File: src/sm3_pkg.sv
// ---------------------------------------------------------------------------
// SM3 package
// Item types, state encodings, constants and round helpers for the engine.
// ---------------------------------------------------------------------------
`default_nettype none

package sm3_pkg;

  typedef struct packed {
    logic [31:0] message_word;
    logic [2:0]  valid_bytes;
    logic        is_last;
  } in_item_t;

  typedef struct packed {
    logic [31:0] digest_word;
    logic [2:0]  word_index;
    logic        digest_last;
  } out_item_t;

  // One word of a block as it travels from front to back.
  typedef struct packed {
    logic [31:0] word;
    logic        fin;    // last word of the final block: emit digest after it
  } blk_word_t;

  typedef enum logic [1:0] {
    F_IDLE,
    F_PAD2,
    F_ZERO,
    F_LENLO
  } front_state_e;

  typedef enum logic [1:0] {
    B_LOAD,
    B_ROUND,
    B_FOLD,
    B_OUT
  } back_state_e;

  localparam logic [31:0] T_LOW    = 32'h79CC4519;
  localparam logic [31:0] T_HIGH   = 32'h7A879D8A;
  localparam logic [31:0] PAD_WORD = 32'h80000000;

  localparam logic [7:0][31:0] IV = {
    32'hB0FB0E4E, 32'hE38DEE4D, 32'h163138AA, 32'hA96F30BC,
    32'hDA8A0600, 32'h172442D7, 32'h4914B2B9, 32'h7380166F
  };

  function automatic logic [31:0] rotl(input logic [31:0] x, input int unsigned n);
    return (x << n) | (x >> (32 - n));
  endfunction

  function automatic logic [31:0] perm0(input logic [31:0] x);
    return x ^ rotl(x, 9) ^ rotl(x, 17);
  endfunction

  function automatic logic [31:0] perm1(input logic [31:0] x);
    return x ^ rotl(x, 15) ^ rotl(x, 23);
  endfunction

endpackage

`default_nettype wire

File: src/sm3_front.sv
// ---------------------------------------------------------------------------
// SM3 front end
// Takes message items, counts bits and generates padding and length words.
// ---------------------------------------------------------------------------
`default_nettype none

module sm3_front (
  input  wire logic               clk_i,
  input  wire logic               rst_ni,
  input  wire logic               push_i,
  output logic                    full_o,
  input  wire sm3_pkg::in_item_t  item_i,
  output logic                    wr_en_o,
  output sm3_pkg::blk_word_t      wr_data_o,
  input  wire logic               q_full_i
);

  sm3_pkg::front_state_e st_q, st_d;
  logic [63:0] bits_q;
  logic [3:0]  fill_q;
  logic [2:0]  nb;
  logic [31:0] keep, mark;
  logic        accept;

  assign full_o = (st_q != sm3_pkg::F_IDLE) || q_full_i;
  assign accept = push_i && !full_o;

  // Byte count of this item; partial words only count with last.
  assign nb = (!item_i.is_last || item_i.valid_bytes > 3'd4) ? 3'd4 : item_i.valid_bytes;

  always_comb begin
    case (nb[1:0])
      2'd0:    begin keep = 32'h00000000; mark = 32'h80000000; end
      2'd1:    begin keep = 32'hFF000000; mark = 32'h00800000; end
      2'd2:    begin keep = 32'hFFFF0000; mark = 32'h00008000; end
      default: begin keep = 32'hFFFFFF00; mark = 32'h00000080; end
    endcase
  end

  always_comb begin
    st_d = st_q;
    unique case (st_q)
      sm3_pkg::F_IDLE: begin
        if (accept && item_i.is_last) begin
          st_d = (nb == 3'd4) ? sm3_pkg::F_PAD2 : sm3_pkg::F_ZERO;
        end
      end
      sm3_pkg::F_PAD2: begin
        if (!q_full_i) st_d = sm3_pkg::F_ZERO;
      end
      sm3_pkg::F_ZERO: begin
        if (!q_full_i && fill_q == 4'd14) st_d = sm3_pkg::F_LENLO;
      end
      sm3_pkg::F_LENLO: begin
        if (!q_full_i) st_d = sm3_pkg::F_IDLE;
      end
      default: st_d = sm3_pkg::F_IDLE;
    endcase
  end

  always_comb begin
    wr_en_o   = 1'b0;
    wr_data_o = '{word: 32'h0, fin: 1'b0};
    unique case (st_q)
      sm3_pkg::F_IDLE: begin
        wr_en_o        = accept;
        wr_data_o.word = (nb == 3'd4) ? item_i.message_word
                                      : ((item_i.message_word & keep) | mark);
      end
      sm3_pkg::F_PAD2: begin
        wr_en_o        = !q_full_i;
        wr_data_o.word = sm3_pkg::PAD_WORD;
      end
      sm3_pkg::F_ZERO: begin
        wr_en_o        = !q_full_i;
        wr_data_o.word = (fill_q == 4'd14) ? bits_q[63:32] : 32'h0;
      end
      sm3_pkg::F_LENLO: begin
        wr_en_o   = !q_full_i;
        wr_data_o = '{word: bits_q[31:0], fin: 1'b1};
      end
      default: wr_en_o = 1'b0;
    endcase
  end

  always_ff @(posedge clk_i or negedge rst_ni) begin
    if (!rst_ni) begin
      st_q   <= sm3_pkg::F_IDLE;
      bits_q <= 64'h0;
      fill_q <= 4'h0;
    end else begin
      st_q <= st_d;
      if (wr_en_o) fill_q <= fill_q + 4'd1;
      if (accept) bits_q <= bits_q + {58'h0, nb, 3'b000};
      else if (st_q == sm3_pkg::F_LENLO && !q_full_i) bits_q <= 64'h0;
    end
  end

endmodule

`default_nettype wire

File: src/sm3_fifo.sv
// ---------------------------------------------------------------------------
// SM3 word queue
// Small queue of block words between front and back end.
// ---------------------------------------------------------------------------
`default_nettype none

module sm3_fifo #(
  parameter int unsigned Depth = 4
) (
  input  wire logic                clk_i,
  input  wire logic                rst_ni,
  input  wire logic                wr_en_i,
  input  wire sm3_pkg::blk_word_t  wr_data_i,
  output logic                     full_o,
  input  wire logic                rd_en_i,
  output sm3_pkg::blk_word_t       rd_data_o,
  output logic                     empty_o
);

  localparam int unsigned AW = $clog2(Depth);
  localparam int unsigned CW = $clog2(Depth + 1);
  localparam logic [AW-1:0] LastPtr = AW'(Depth - 1);

  sm3_pkg::blk_word_t mem_q [Depth];
  logic [AW-1:0] wp_q, rp_q;
  logic [CW-1:0] cnt_q;
  logic          do_wr, do_rd;

  assign full_o    = (cnt_q == CW'(Depth));
  assign empty_o   = (cnt_q == '0);
  assign do_wr     = wr_en_i && !full_o;
  assign do_rd     = rd_en_i && !empty_o;
  assign rd_data_o = mem_q[rp_q];

  always_ff @(posedge clk_i) begin
    if (do_wr) mem_q[wp_q] <= wr_data_i;
  end

  always_ff @(posedge clk_i or negedge rst_ni) begin
    if (!rst_ni) begin
      wp_q  <= '0;
      rp_q  <= '0;
      cnt_q <= '0;
    end else begin
      if (do_wr) wp_q <= (wp_q == LastPtr) ? '0 : wp_q + AW'(1);
      if (do_rd) rp_q <= (rp_q == LastPtr) ? '0 : rp_q + AW'(1);
      if (do_wr && !do_rd) cnt_q <= cnt_q + CW'(1);
      else if (do_rd && !do_wr) cnt_q <= cnt_q - CW'(1);
    end
  end

endmodule

`default_nettype wire

File: src/sm3_back.sv
// ---------------------------------------------------------------------------
// SM3 back end
// Collects 16-word blocks, runs 64 compression rounds, emits the digest.
// ---------------------------------------------------------------------------
`default_nettype none

module sm3_back (
  input  wire logic                clk_i,
  input  wire logic                rst_ni,
  input  wire sm3_pkg::blk_word_t  rd_data_i,
  input  wire logic                q_empty_i,
  output logic                     rd_en_o,
  output logic                     empty_o,
  input  wire logic                pop_i,
  output sm3_pkg::out_item_t       item_o
);

  sm3_pkg::back_state_e st_q, st_d;
  logic [15:0][31:0] w_q;
  logic [7:0][31:0]  v_q, cv_q;
  logic [31:0]       t_q;
  logic [5:0]        cnt_q;
  logic              fin_q;
  logic              out_valid_q;
  sm3_pkg::out_item_t out_q;
  logic              out_load;

  // Round datapath; w_q[0] is W[j], the window holds W[j..j+15].
  logic [31:0] a12, ss1, ss2, ff, gg, tt1, tt2, w_new;
  logic        low;

  assign low = (cnt_q < 6'd16);
  assign a12 = sm3_pkg::rotl(v_q[0], 12);
  assign ss1 = sm3_pkg::rotl(a12 + v_q[4] + t_q, 7);
  assign ss2 = ss1 ^ a12;
  assign ff  = low ? (v_q[0] ^ v_q[1] ^ v_q[2])
                   : ((v_q[0] & v_q[1]) | (v_q[0] & v_q[2]) | (v_q[1] & v_q[2]));
  assign gg  = low ? (v_q[4] ^ v_q[5] ^ v_q[6]) : ((v_q[4] & v_q[5]) | (~v_q[4] & v_q[6]));
  assign tt1 = ff + v_q[3] + ss2 + (w_q[0] ^ w_q[4]);
  assign tt2 = gg + v_q[7] + ss1 + w_q[0];
  assign w_new = sm3_pkg::perm1(w_q[0] ^ w_q[7] ^ sm3_pkg::rotl(w_q[13], 15))
               ^ sm3_pkg::rotl(w_q[3], 7) ^ w_q[10];

  assign empty_o = !out_valid_q;
  assign item_o  = out_q;

  always_comb begin
    st_d = st_q;
    unique case (st_q)
      sm3_pkg::B_LOAD:  if (!q_empty_i && cnt_q[3:0] == 4'd15) st_d = sm3_pkg::B_ROUND;
      sm3_pkg::B_ROUND: if (cnt_q == 6'd63) st_d = sm3_pkg::B_FOLD;
      sm3_pkg::B_FOLD:  st_d = fin_q ? sm3_pkg::B_OUT : sm3_pkg::B_LOAD;
      sm3_pkg::B_OUT:   if (out_load && cnt_q[2:0] == 3'd7) st_d = sm3_pkg::B_LOAD;
      default:          st_d = sm3_pkg::B_LOAD;
    endcase
  end

  always_comb begin
    rd_en_o  = 1'b0;
    out_load = 1'b0;
    unique case (st_q)
      sm3_pkg::B_LOAD: rd_en_o  = !q_empty_i;
      sm3_pkg::B_OUT:  out_load = !out_valid_q || pop_i;
      default: begin
        rd_en_o  = 1'b0;
        out_load = 1'b0;
      end
    endcase
  end

  always_ff @(posedge clk_i) begin
    if (rd_en_o) w_q <= {rd_data_i.word, w_q[15:1]};
    else if (st_q == sm3_pkg::B_ROUND) w_q <= {w_new, w_q[15:1]};
    if (rd_en_o && cnt_q[3:0] == 4'd15) begin
      v_q   <= cv_q;
      t_q   <= sm3_pkg::T_LOW;
      fin_q <= rd_data_i.fin;
    end else if (st_q == sm3_pkg::B_ROUND) begin
      v_q <= {v_q[6], sm3_pkg::rotl(v_q[5], 19), v_q[4], sm3_pkg::perm0(tt2),
              v_q[2], sm3_pkg::rotl(v_q[1], 9), v_q[0], tt1};
      t_q <= (cnt_q == 6'd15) ? sm3_pkg::rotl(sm3_pkg::T_HIGH, 16) : sm3_pkg::rotl(t_q, 1);
    end
    if (out_load) begin
      out_q <= '{digest_word: cv_q[cnt_q[2:0]], word_index: cnt_q[2:0],
                 digest_last: (cnt_q[2:0] == 3'd7)};
    end
  end

  always_ff @(posedge clk_i or negedge rst_ni) begin
    if (!rst_ni) begin
      st_q        <= sm3_pkg::B_LOAD;
      cnt_q       <= 6'd0;
      cv_q        <= sm3_pkg::IV;
      out_valid_q <= 1'b0;
    end else begin
      st_q <= st_d;
      if (out_load) out_valid_q <= 1'b1;
      else if (pop_i) out_valid_q <= 1'b0;
      unique case (st_q)
        sm3_pkg::B_LOAD: begin
          if (rd_en_o) cnt_q <= (cnt_q[3:0] == 4'd15) ? 6'd0 : cnt_q + 6'd1;
        end
        sm3_pkg::B_ROUND: cnt_q <= cnt_q + 6'd1;
        sm3_pkg::B_FOLD: begin
          cv_q  <= cv_q ^ v_q;
          cnt_q <= 6'd0;
        end
        sm3_pkg::B_OUT: begin
          if (out_load) begin
            cnt_q <= (cnt_q[2:0] == 3'd7) ? 6'd0 : cnt_q + 6'd1;
            if (cnt_q[2:0] == 3'd7) cv_q <= sm3_pkg::IV;
          end
        end
        default: cnt_q <= 6'd0;
      endcase
    end
  end

endmodule

`default_nettype wire

File: src/sm3_hash_engine_core.sv
// ---------------------------------------------------------------------------
// SM3 hash engine core
// SM3 256-bit digest of a word stream, padded and length-terminated inside.
// ---------------------------------------------------------------------------
//  channel  | handshake            | payload
//  input    | push / full          | in_item_i  (word, valid_bytes, is_last)
//  result   | pop / empty          | out_item_o (digest_word, word_index, last)
//
// The front takes one item a cycle while the word queue has room; a last
// item blocks the input while its padding and length words are written.
// Each block is loaded word by word, then takes 64 rounds and 1 fold in the
// single round unit. The digest follows as 8 words, one word per pop.
// Reset is immediate; no clearing pass. Either side may stall freely.
`default_nettype none

module sm3_hash_engine_core #(
  parameter int unsigned FifoDepth = 4
) (
  input  wire logic               clk_i,
  input  wire logic               rst_ni,
  input  wire logic               push,
  output logic                    full,
  input  wire sm3_pkg::in_item_t  in_item_i,
  output logic                    empty,
  input  wire logic               pop,
  output sm3_pkg::out_item_t      out_item_o
);

  logic               wr_en, q_full, rd_en, q_empty;
  sm3_pkg::blk_word_t wr_data, rd_data;

  sm3_front u_front (
    .clk_i, .rst_ni,
    .push_i    (push),
    .full_o    (full),
    .item_i    (in_item_i),
    .wr_en_o   (wr_en),
    .wr_data_o (wr_data),
    .q_full_i  (q_full)
  );

  sm3_fifo #(.Depth(FifoDepth)) u_fifo (
    .clk_i, .rst_ni,
    .wr_en_i   (wr_en),
    .wr_data_i (wr_data),
    .full_o    (q_full),
    .rd_en_i   (rd_en),
    .rd_data_o (rd_data),
    .empty_o   (q_empty)
  );

  sm3_back u_back (
    .clk_i, .rst_ni,
    .rd_data_i (rd_data),
    .q_empty_i (q_empty),
    .rd_en_o   (rd_en),
    .empty_o   (empty),
    .pop_i     (pop),
    .item_o    (out_item_o)
  );

endmodule

`default_nettype wire

File: config.mk
export PLATFORM = sky130hd
export DESIGN_NAME = sm3_hash_engine_core
export DESIGN_NICKNAME = d
export VERILOG_FILES = /design/src/sm3_pkg.sv /design/src/sm3_front.sv /design/src/sm3_fifo.sv /design/src/sm3_back.sv /design/src/sm3_hash_engine_core.sv
export SDC_FILE = /design/constraint.sdc
export NUM_CORES = 2
export LEC_CHECK = 0
export BUFFER_PORTS_ARGS = -buffer_cell sky130_fd_sc_hd__buf_2
export CAP_MARGIN = 20
export CORE_UTILIZATION = 50
export CTS_CLUSTER_DIAMETER = 200
export DETAILED_ROUTE_END_ITERATION = 16
export PLACE_DENSITY = 0.66
export SLEW_MARGIN = 15
export SYNTH_ARGS = -nofsm -noshare
export SYNTH_HDL_FRONTEND = slang
export SYNTH_SLANG_ARGS = --single-unit
File: constraint.sdc
create_clock -name clk_i -period 28.7 [get_ports clk_i]
set_clock_uncertainty 0.15 [all_clocks]
set_input_delay 2.87 -clock clk_i [delete_from_list [all_inputs] [get_ports clk_i]]
set_output_delay 2.87 -clock clk_i [all_outputs]
set_load 0.01 [all_outputs]
After elaboration in Yosys (flattened, before gate mapping)
Memories as Yosys holds them, arrays and structs flattened.
Cells that the tools add are included.
{"block": "op_classes", "add_sub_neg": 15, "mul": 0, "n_div": 0, "magnitude_cmp": 3, "n_eq_ne": 27, "shift": 0, "muxes": 48, "bitwise": 37, "n_reduce_logical": 37}
{"operator": "2-to-1 mux 256 bit", "n": 4}
{"operator": "2-to-1 mux 512 bit", "n": 2}
{"operator": "case mux 256 bit (2 select lines)", "n": 1}
{"operator": "XOR 32 bit", "n": 14}
{"operator": "adder 32 bit", "n": 8}
{"operator": "XOR 256 bit", "n": 1}
{"operator": "AND 32 bit", "n": 6}
{"operator": "2-to-1 mux 32 bit", "n": 6}
{"operator": "case mux 32 bit (3 select lines)", "n": 2}
{"operator": "2-to-1 mux 64 bit", "n": 2}
{"operator": "OR 32 bit", "n": 4}
{"operator": "case mux 32 bit (4 select lines)", "n": 1}
{"operator": "binary-select mux 32 bit (select 3 bit)", "n": 1}
{"operator": "adder 64 x 6 -> 64 bit", "n": 1}
{"operator": "OR 32 x 15 -> 32 bit", "n": 2}
{"operator": "OR 32 x 7 -> 32 bit", "n": 2}
{"operator": "OR 32 x 9 -> 32 bit", "n": 2}
{"operator": "inverter 32 bit", "n": 1}
{"operator": "OR 32 x 1 -> 32 bit", "n": 1}
{"operator": "OR 32 x 12 -> 32 bit", "n": 1}
{"operator": "OR 32 x 17 -> 32 bit", "n": 1}
{"operator": "OR 32 x 19 -> 32 bit", "n": 1}
{"operator": "OR 32 x 23 -> 32 bit", "n": 1}
{"operator": "2-to-1 mux 6 bit", "n": 4}
{"operator": "other kinds (32)", "n": 98}
{"block": "totals", "reg_bits": 1179, "latch_bits": 0, "ram_bits": 132, "mem_bits_ro": 0, "input_bits": 40, "out_inout_bits": 38, "wordCells": 214, "mem_count": 1}
{"name": "u_fifo.mem_q", "words": 4, "word_bits": 33, "read_ports": 1, "rd_ports_with_merged_regs": 0, "write_ports": 1, "line_no": "sm3_fifo.sv:24", "source": "sm3_pkg::blk_word_t mem_q [Depth];"}

Depth between registers and ports, before layout
{"block": "logic_depth", "word_depth": 12, "ltp_mapped": 30}

Modules after synthesis
Synthesis repeated with hierarchy kept, for this count alone.
{"block": "hier_totals", "hier_cells": 5280, "hier_area_um2": 64623.2}
{"mod": "sm3_back", "n_inst": 1, "cells_per_inst": 4569, "area_each_um2": 55129.1, "seq_area_each_um2": 31594.1}
{"mod": "sm3_fifo", "n_inst": 1, "cells_per_inst": 210, "area_each_um2": 5228.8, "seq_area_each_um2": 4139.0}
{"mod": "sm3_front", "n_inst": 1, "cells_per_inst": 501, "area_each_um2": 4265.3, "seq_area_each_um2": 1676.6}

Least setup slack after synthesis
No wires, ideal clock.
{"block": "synth_timing", "path_type": "register to register", "from": "register u_back.st_q[1]", "to": "register u_back.w_q[0] (netlist name), enable pin", "setup_time_ps": 3663, "arrival_ps": 9632, "required_time_ps": 24887, "slack_ps": 15255, "stages_incl_launch_ff": 6, "n_path_buf": 3, "cell_sequence": "dfrtp_1 -> clkbuf_1 -> nand2b_1 -> clkbuf_1 -> clkbuf_1 -> nand2_1"}
{"block": "synth_between", "elab_chain_len": 3, "word_cells_on_any_way": 4}
{"item": "start, declared", "line_no": "sm3_back.sv:18", "source": "sm3_pkg::back_state_e st_q, st_d;"}
{"item": "start signal, assigned", "line_no": "sm3_back.sv:91", "source": "st_q <= sm3_pkg::B_LOAD;"}
{"item": "start signal, assigned", "line_no": "sm3_back.sv:96", "source": "st_q <= st_d;"}
{"item": "zero test 2 bit", "line_no": "sm3_back.sv:61", "source": "unique case (st_q)"}
{"item": "2-to-1 mux 1 bit", "line_no": "sm3_back.sv:61"}
{"item": "nonzero test 2 bit (no line) (*)"}
{"item": "end signal, assigned", "line_no": "sm3_back.sv:72", "source": "if (rd_en_o) w_q <= {rd_data_i.word, w_q[15:1]};"}
{"item": "end signal, assigned", "line_no": "sm3_back.sv:73", "source": "else if (st_q == sm3_pkg::B_ROUND) w_q <= {w_new, w_q[15:1]};"}
{"item": "end, declared", "line_no": "sm3_back.sv:19", "source": "logic [15:0][31:0] w_q;"}
Every way passes the cells marked *; elsewhere a longest branch is shown, timed or not.
A chain may end at the register's enable or synchronous reset.

Worst setup path in the final report
{"block": "layout_timing", "from": "register u_back.v_q[21] (netlist name)", "to": "register u_back.v_q[25] (netlist name), data pin"}
{"block": "layout_between", "elab_chain_len": 9, "word_cells_on_any_way": 17}
{"item": "start, declared", "line_no": "sm3_back.sv:20", "source": "logic [7:0][31:0] v_q, cv_q;"}
{"item": "start signal, assigned", "line_no": "sm3_back.sv:75", "source": "v_q <= cv_q;"}
{"item": "start signal, assigned", "line_no": "sm3_back.sv:79", "source": "v_q <= {v_q[6], sm3_pkg::rotl(v_q[5], 19), v_q[4], sm3_pkg::perm0(tt2),"}
{"item": "OR 32 x 12 -> 32 bit or AND 32 bit (tied branches)", "line_no": "sm3_pkg.sv:51, sm3_back.sv:37"}
{"item": "adder 32 bit or OR 32 bit (tied branches) (2 in series)", "line_no": "sm3_back.sv:34, sm3_back.sv:37"}
{"item": "OR 32 x 7 -> 32 bit or 2-to-1 mux 32 bit (tied branches)", "line_no": "sm3_pkg.sv:51, sm3_back.sv:36"}
{"item": "XOR 32 bit or adder 32 bit (tied branches)", "line_no": "sm3_back.sv:35, sm3_back.sv:39"}
{"item": "adder 32 bit (*) (2 in series)", "line_no": "sm3_back.sv:39", "source": "assign tt1 = ff + v_q[3] + ss2 + (w_q[0] ^ w_q[4]);"}
{"item": "2-to-1 mux 256 bit (*)", "line_no": "sm3_back.sv:78", "source": "end else if (st_q == sm3_pkg::B_ROUND) begin"}
{"item": "2-to-1 mux 256 bit (*)", "line_no": "sm3_back.sv:74", "source": "if (rd_en_o && cnt_q[3:0] == 4'd15) begin"}
Every way passes the cells marked *; elsewhere a longest branch is shown, timed or not. The select of a mux whose other input is x is not followed.

==> impl_metrics.toml <==
[status]
outcome = "finished clean"

[grt]
grt_max_degree = 208
grt_pass1_wl_mm = 275
grt_pass1_vias = 39800
grt_overflow = 0
antenna_found_initial = 7
grt_util_all_layers_pct = 29.0

[placed_design]
gp_congestion = 1.02
port_buffers = 77
detailed_place_hpwl_mm = 135

[route]
vias = 41800
wire_per_inst_um = 26.5
drcViolationCount = 0
drt_iter0_markers = 4824
finalWirelength_mm = 188
ant_nets = 0
drt-pass1-iter-count = 5
routed_via_density = 5.88

[timing]
fmax_mhz = 124
setup_viol = 0
slew_viol_final = 0
tightest_slew_ps = 1420
fin_tns_setup_ps = 0
slew_headroom_pct = 5.50
rsz0062_at_grt = "false"
fin_crit_sh_pct = 28.2
min_period_ps = 8080
hold_viol = 0

[critical_path]
cp-end-kind = "flop"
reg2reg_from = "u_back.v_q[21]$_DFFE_PP_"
rrSetupSlack_ps = 20620
crit_top_cell = "fa_1"
critPathKind = "flop to flop"
slowest_stage = "fa_1"
critical_path_arrival_ps = 8440
critPathMaxFanout = 4
r2r_end = "u_back.v_q[25]$_DFFE_PP_"
cp_data_required_time_ps = 29060
critPathLaunchType = "flop"
reg2regPathDepth = 28
cp_slowest_stage_delay_ps = 590

[die]
die_y_um = 361
start_util_pct = 50.5
core_area_um2 = 128000
num_io_pins = 78
die_area_um2 = 131000
num_rows = 131
die_w_um = 361

[layout]
final_common_cell = "nand2_1"
layout.area.seq_um2 = 37400
drive_gt1_share_pct = 12.5
final.fill_count = 10400
layout_common_cells = "nand2_1 (970), edfxtp_1 (937), xnor2_1 (324)"
layout-area-overhead-vs-synth_pct = 11.2
multiInputGateArea_um2 = 25700
final_nets = 5659

[clocking]
cts_resized = 0
post-cts-setup-buffers = 0
clockBufferDepth = 3
cts.sinks = 1308
htree_levels = 4
clkLatencyLatePin_ps = 800
cts_tree = "yes"
path_clk_slew_ps = 70
cts_buffers = 141
root_buffer = "clkbuf_16"
postCtsHoldBufs = 0

[synthesis]
synth_edf_count = 937
ys_async_sr_fraction_pct = 25.9
synth_fp_nets = 5604
synth_cells = 5263
synth_ff_type = "edfxtp_1"
synth-seq-cells = 1308
netlist_area_um2 = 64600
yosys_warnings = 0
syn_area_per_cell_um2 = 12.3
yosysUniqueCellTypes = 95
yosysSeqAreaShare_pct = 57.9

[run]
drv_cap = 0

[min_path]
holdPathEnd = "u_back.w_q[150]$_DFFE_PP_"
min_from = "u_back.w_q[182]$_DFFE_PP_"
hp-class = "flop to flop"
whs_path_depth = 0
-- Yosys cell counts (9+ instances only) --
library cell  count  area share [%]
and2_1           14            0.14
xor2_1          229             3.1
fa_1            190             5.9
o211ai_1         19            0.22
a21oi_1         274             2.1
a22oi_1          31            0.36
nand2b_1         11            0.11
o21a_1           17            0.20
o21bai_1         14            0.16
o21ai_1          20            0.15
dfstp_2         119             4.8
buf_2            11           0.085
nor3_1           37            0.29
a221o_1           9            0.14
edfxtp_1        937              44
dfrtp_1         220             8.5
o22ai_1          10           0.097
a21o_1           39            0.45
dfxtp_1          32            0.99
and3_1          137             1.3
nor2_1          271             1.6
o221a_2           9            0.16
nand3_1          84            0.65
o31ai_1          19            0.22
mux2i_1          77             1.2
mux2_2           34            0.59
mux4_2           97             3.4
ha_1            111             2.2
o21ai_0         320             2.5
clkbuf_1        200             1.2
xnor2_1         324             4.4
nand2_1         973             5.7
nand4_1          12            0.12
inv_1           186             1.1
nor2b_1          20            0.19
buf_1            15           0.087
-- stage by stage --
step | std cells | util, % | hold slack [ps] | worst slack (ps) | instance area [µm²]
after floorplan | 5263 | - | 250 | 15260 | 64600
after global placement | 6833 | 52.2 | 250 | 20780 | 66700
after detailed placement | 6835 | 52.2 | 255 | 20650 | 66800
after CTS | 7097 | 56.2 | 252 | 20590 | 71800
after global routing | 7099 | 56.2 | 260 | 20150 | 71800
final | 7100 | 56.2 | 251 | 20620 | 71800
-- logic make-up (layout without fill, tap and decap cells) --
kind of cell               after synthesis  count (layout)  synth area share (%)
and+or+nand+nor                       1611            1611                  10.7
DFF                                   1308            1308                  57.9
AOI/OAI and AO/OA                      858             858                  7.89
xor gates and xnor gates               565             565                  7.86
buffers and inverters                  412             586                  2.42
adders and majority gates              301             301                  8.04
muxes                                  208             208                  5.17
other                                    0               1                     0
-- routing by layer --
metal	GRT usage, %	routed length, µm
met1	39.5	76600
met4	14.4	10600
met2	44.8	86800
met5	0	30
met3	5.46	13900
-- flip-flops by register name (all words and copies together), names as in the netlist --
register            count
u_back.w_q            512
u_back.cv_q           256
u_back.v_q            256
u_fifo.mem_q          132
u_front.bits_q         61
u_back.item_o          36
u_back.t_q             32
u_back.cnt_q            6
u_front.fill_q          4
u_fifo.cnt_q            3
u_back.st_q             2
u_fifo.rp_q             2
u_fifo.wp_q             2
u_front.st_q            2
u_back.fin_q            1
u_back.out_valid_q      1
-- worst max-delay path: cells and delay by family, from the launching register on --
kind,cells,cell delay (ps)
xor+xnor,3,740
fa+ha+maj,6,2560
flops,1,390
simple gates,3,530
compound gates,12,3010
buf+inv,4,400
-- cell type report --
type / instances / share of cell area, %
multi-input combinational: 3543 / 35.8
sequential: 1308 / 52.1
clock inverter: 71 / 1.61
clock buffer: 191 / 5.38
antenna: 1 / 0.00348
timing repair buffer: 138 / 1.29
tap: 1662 / 2.89
inverter: 186 / 0.982
-- worst max path at each step --
stage | from | depth (start not counted) | end | slack, ps
after floorplan | u_back.st_q[1]$_DFFE_PN0P_ | 5 | u_back.w_q[0]$_DFFE_PP_ | 15260
after global placement | u_back.v_q[21]$_DFFE_PP_ | 28 | u_back.v_q[25]$_DFFE_PP_ | 20780
after detailed placement | u_back.v_q[21]$_DFFE_PP_ | 28 | u_back.v_q[25]$_DFFE_PP_ | 20650
after CTS | u_back.v_q[21]$_DFFE_PP_ | 28 | u_back.v_q[25]$_DFFE_PP_ | 20590
after global routing | u_back.v_q[21]$_DFFE_PP_ | 28 | u_back.v_q[25]$_DFFE_PP_ | 20150
final | u_back.v_q[21]$_DFFE_PP_ | 28 | u_back.v_q[25]$_DFFE_PP_ | 20620
Power is not shown: default switching activity piles up to over one toggle a cycle in this logic, so the estimate is an artifact.
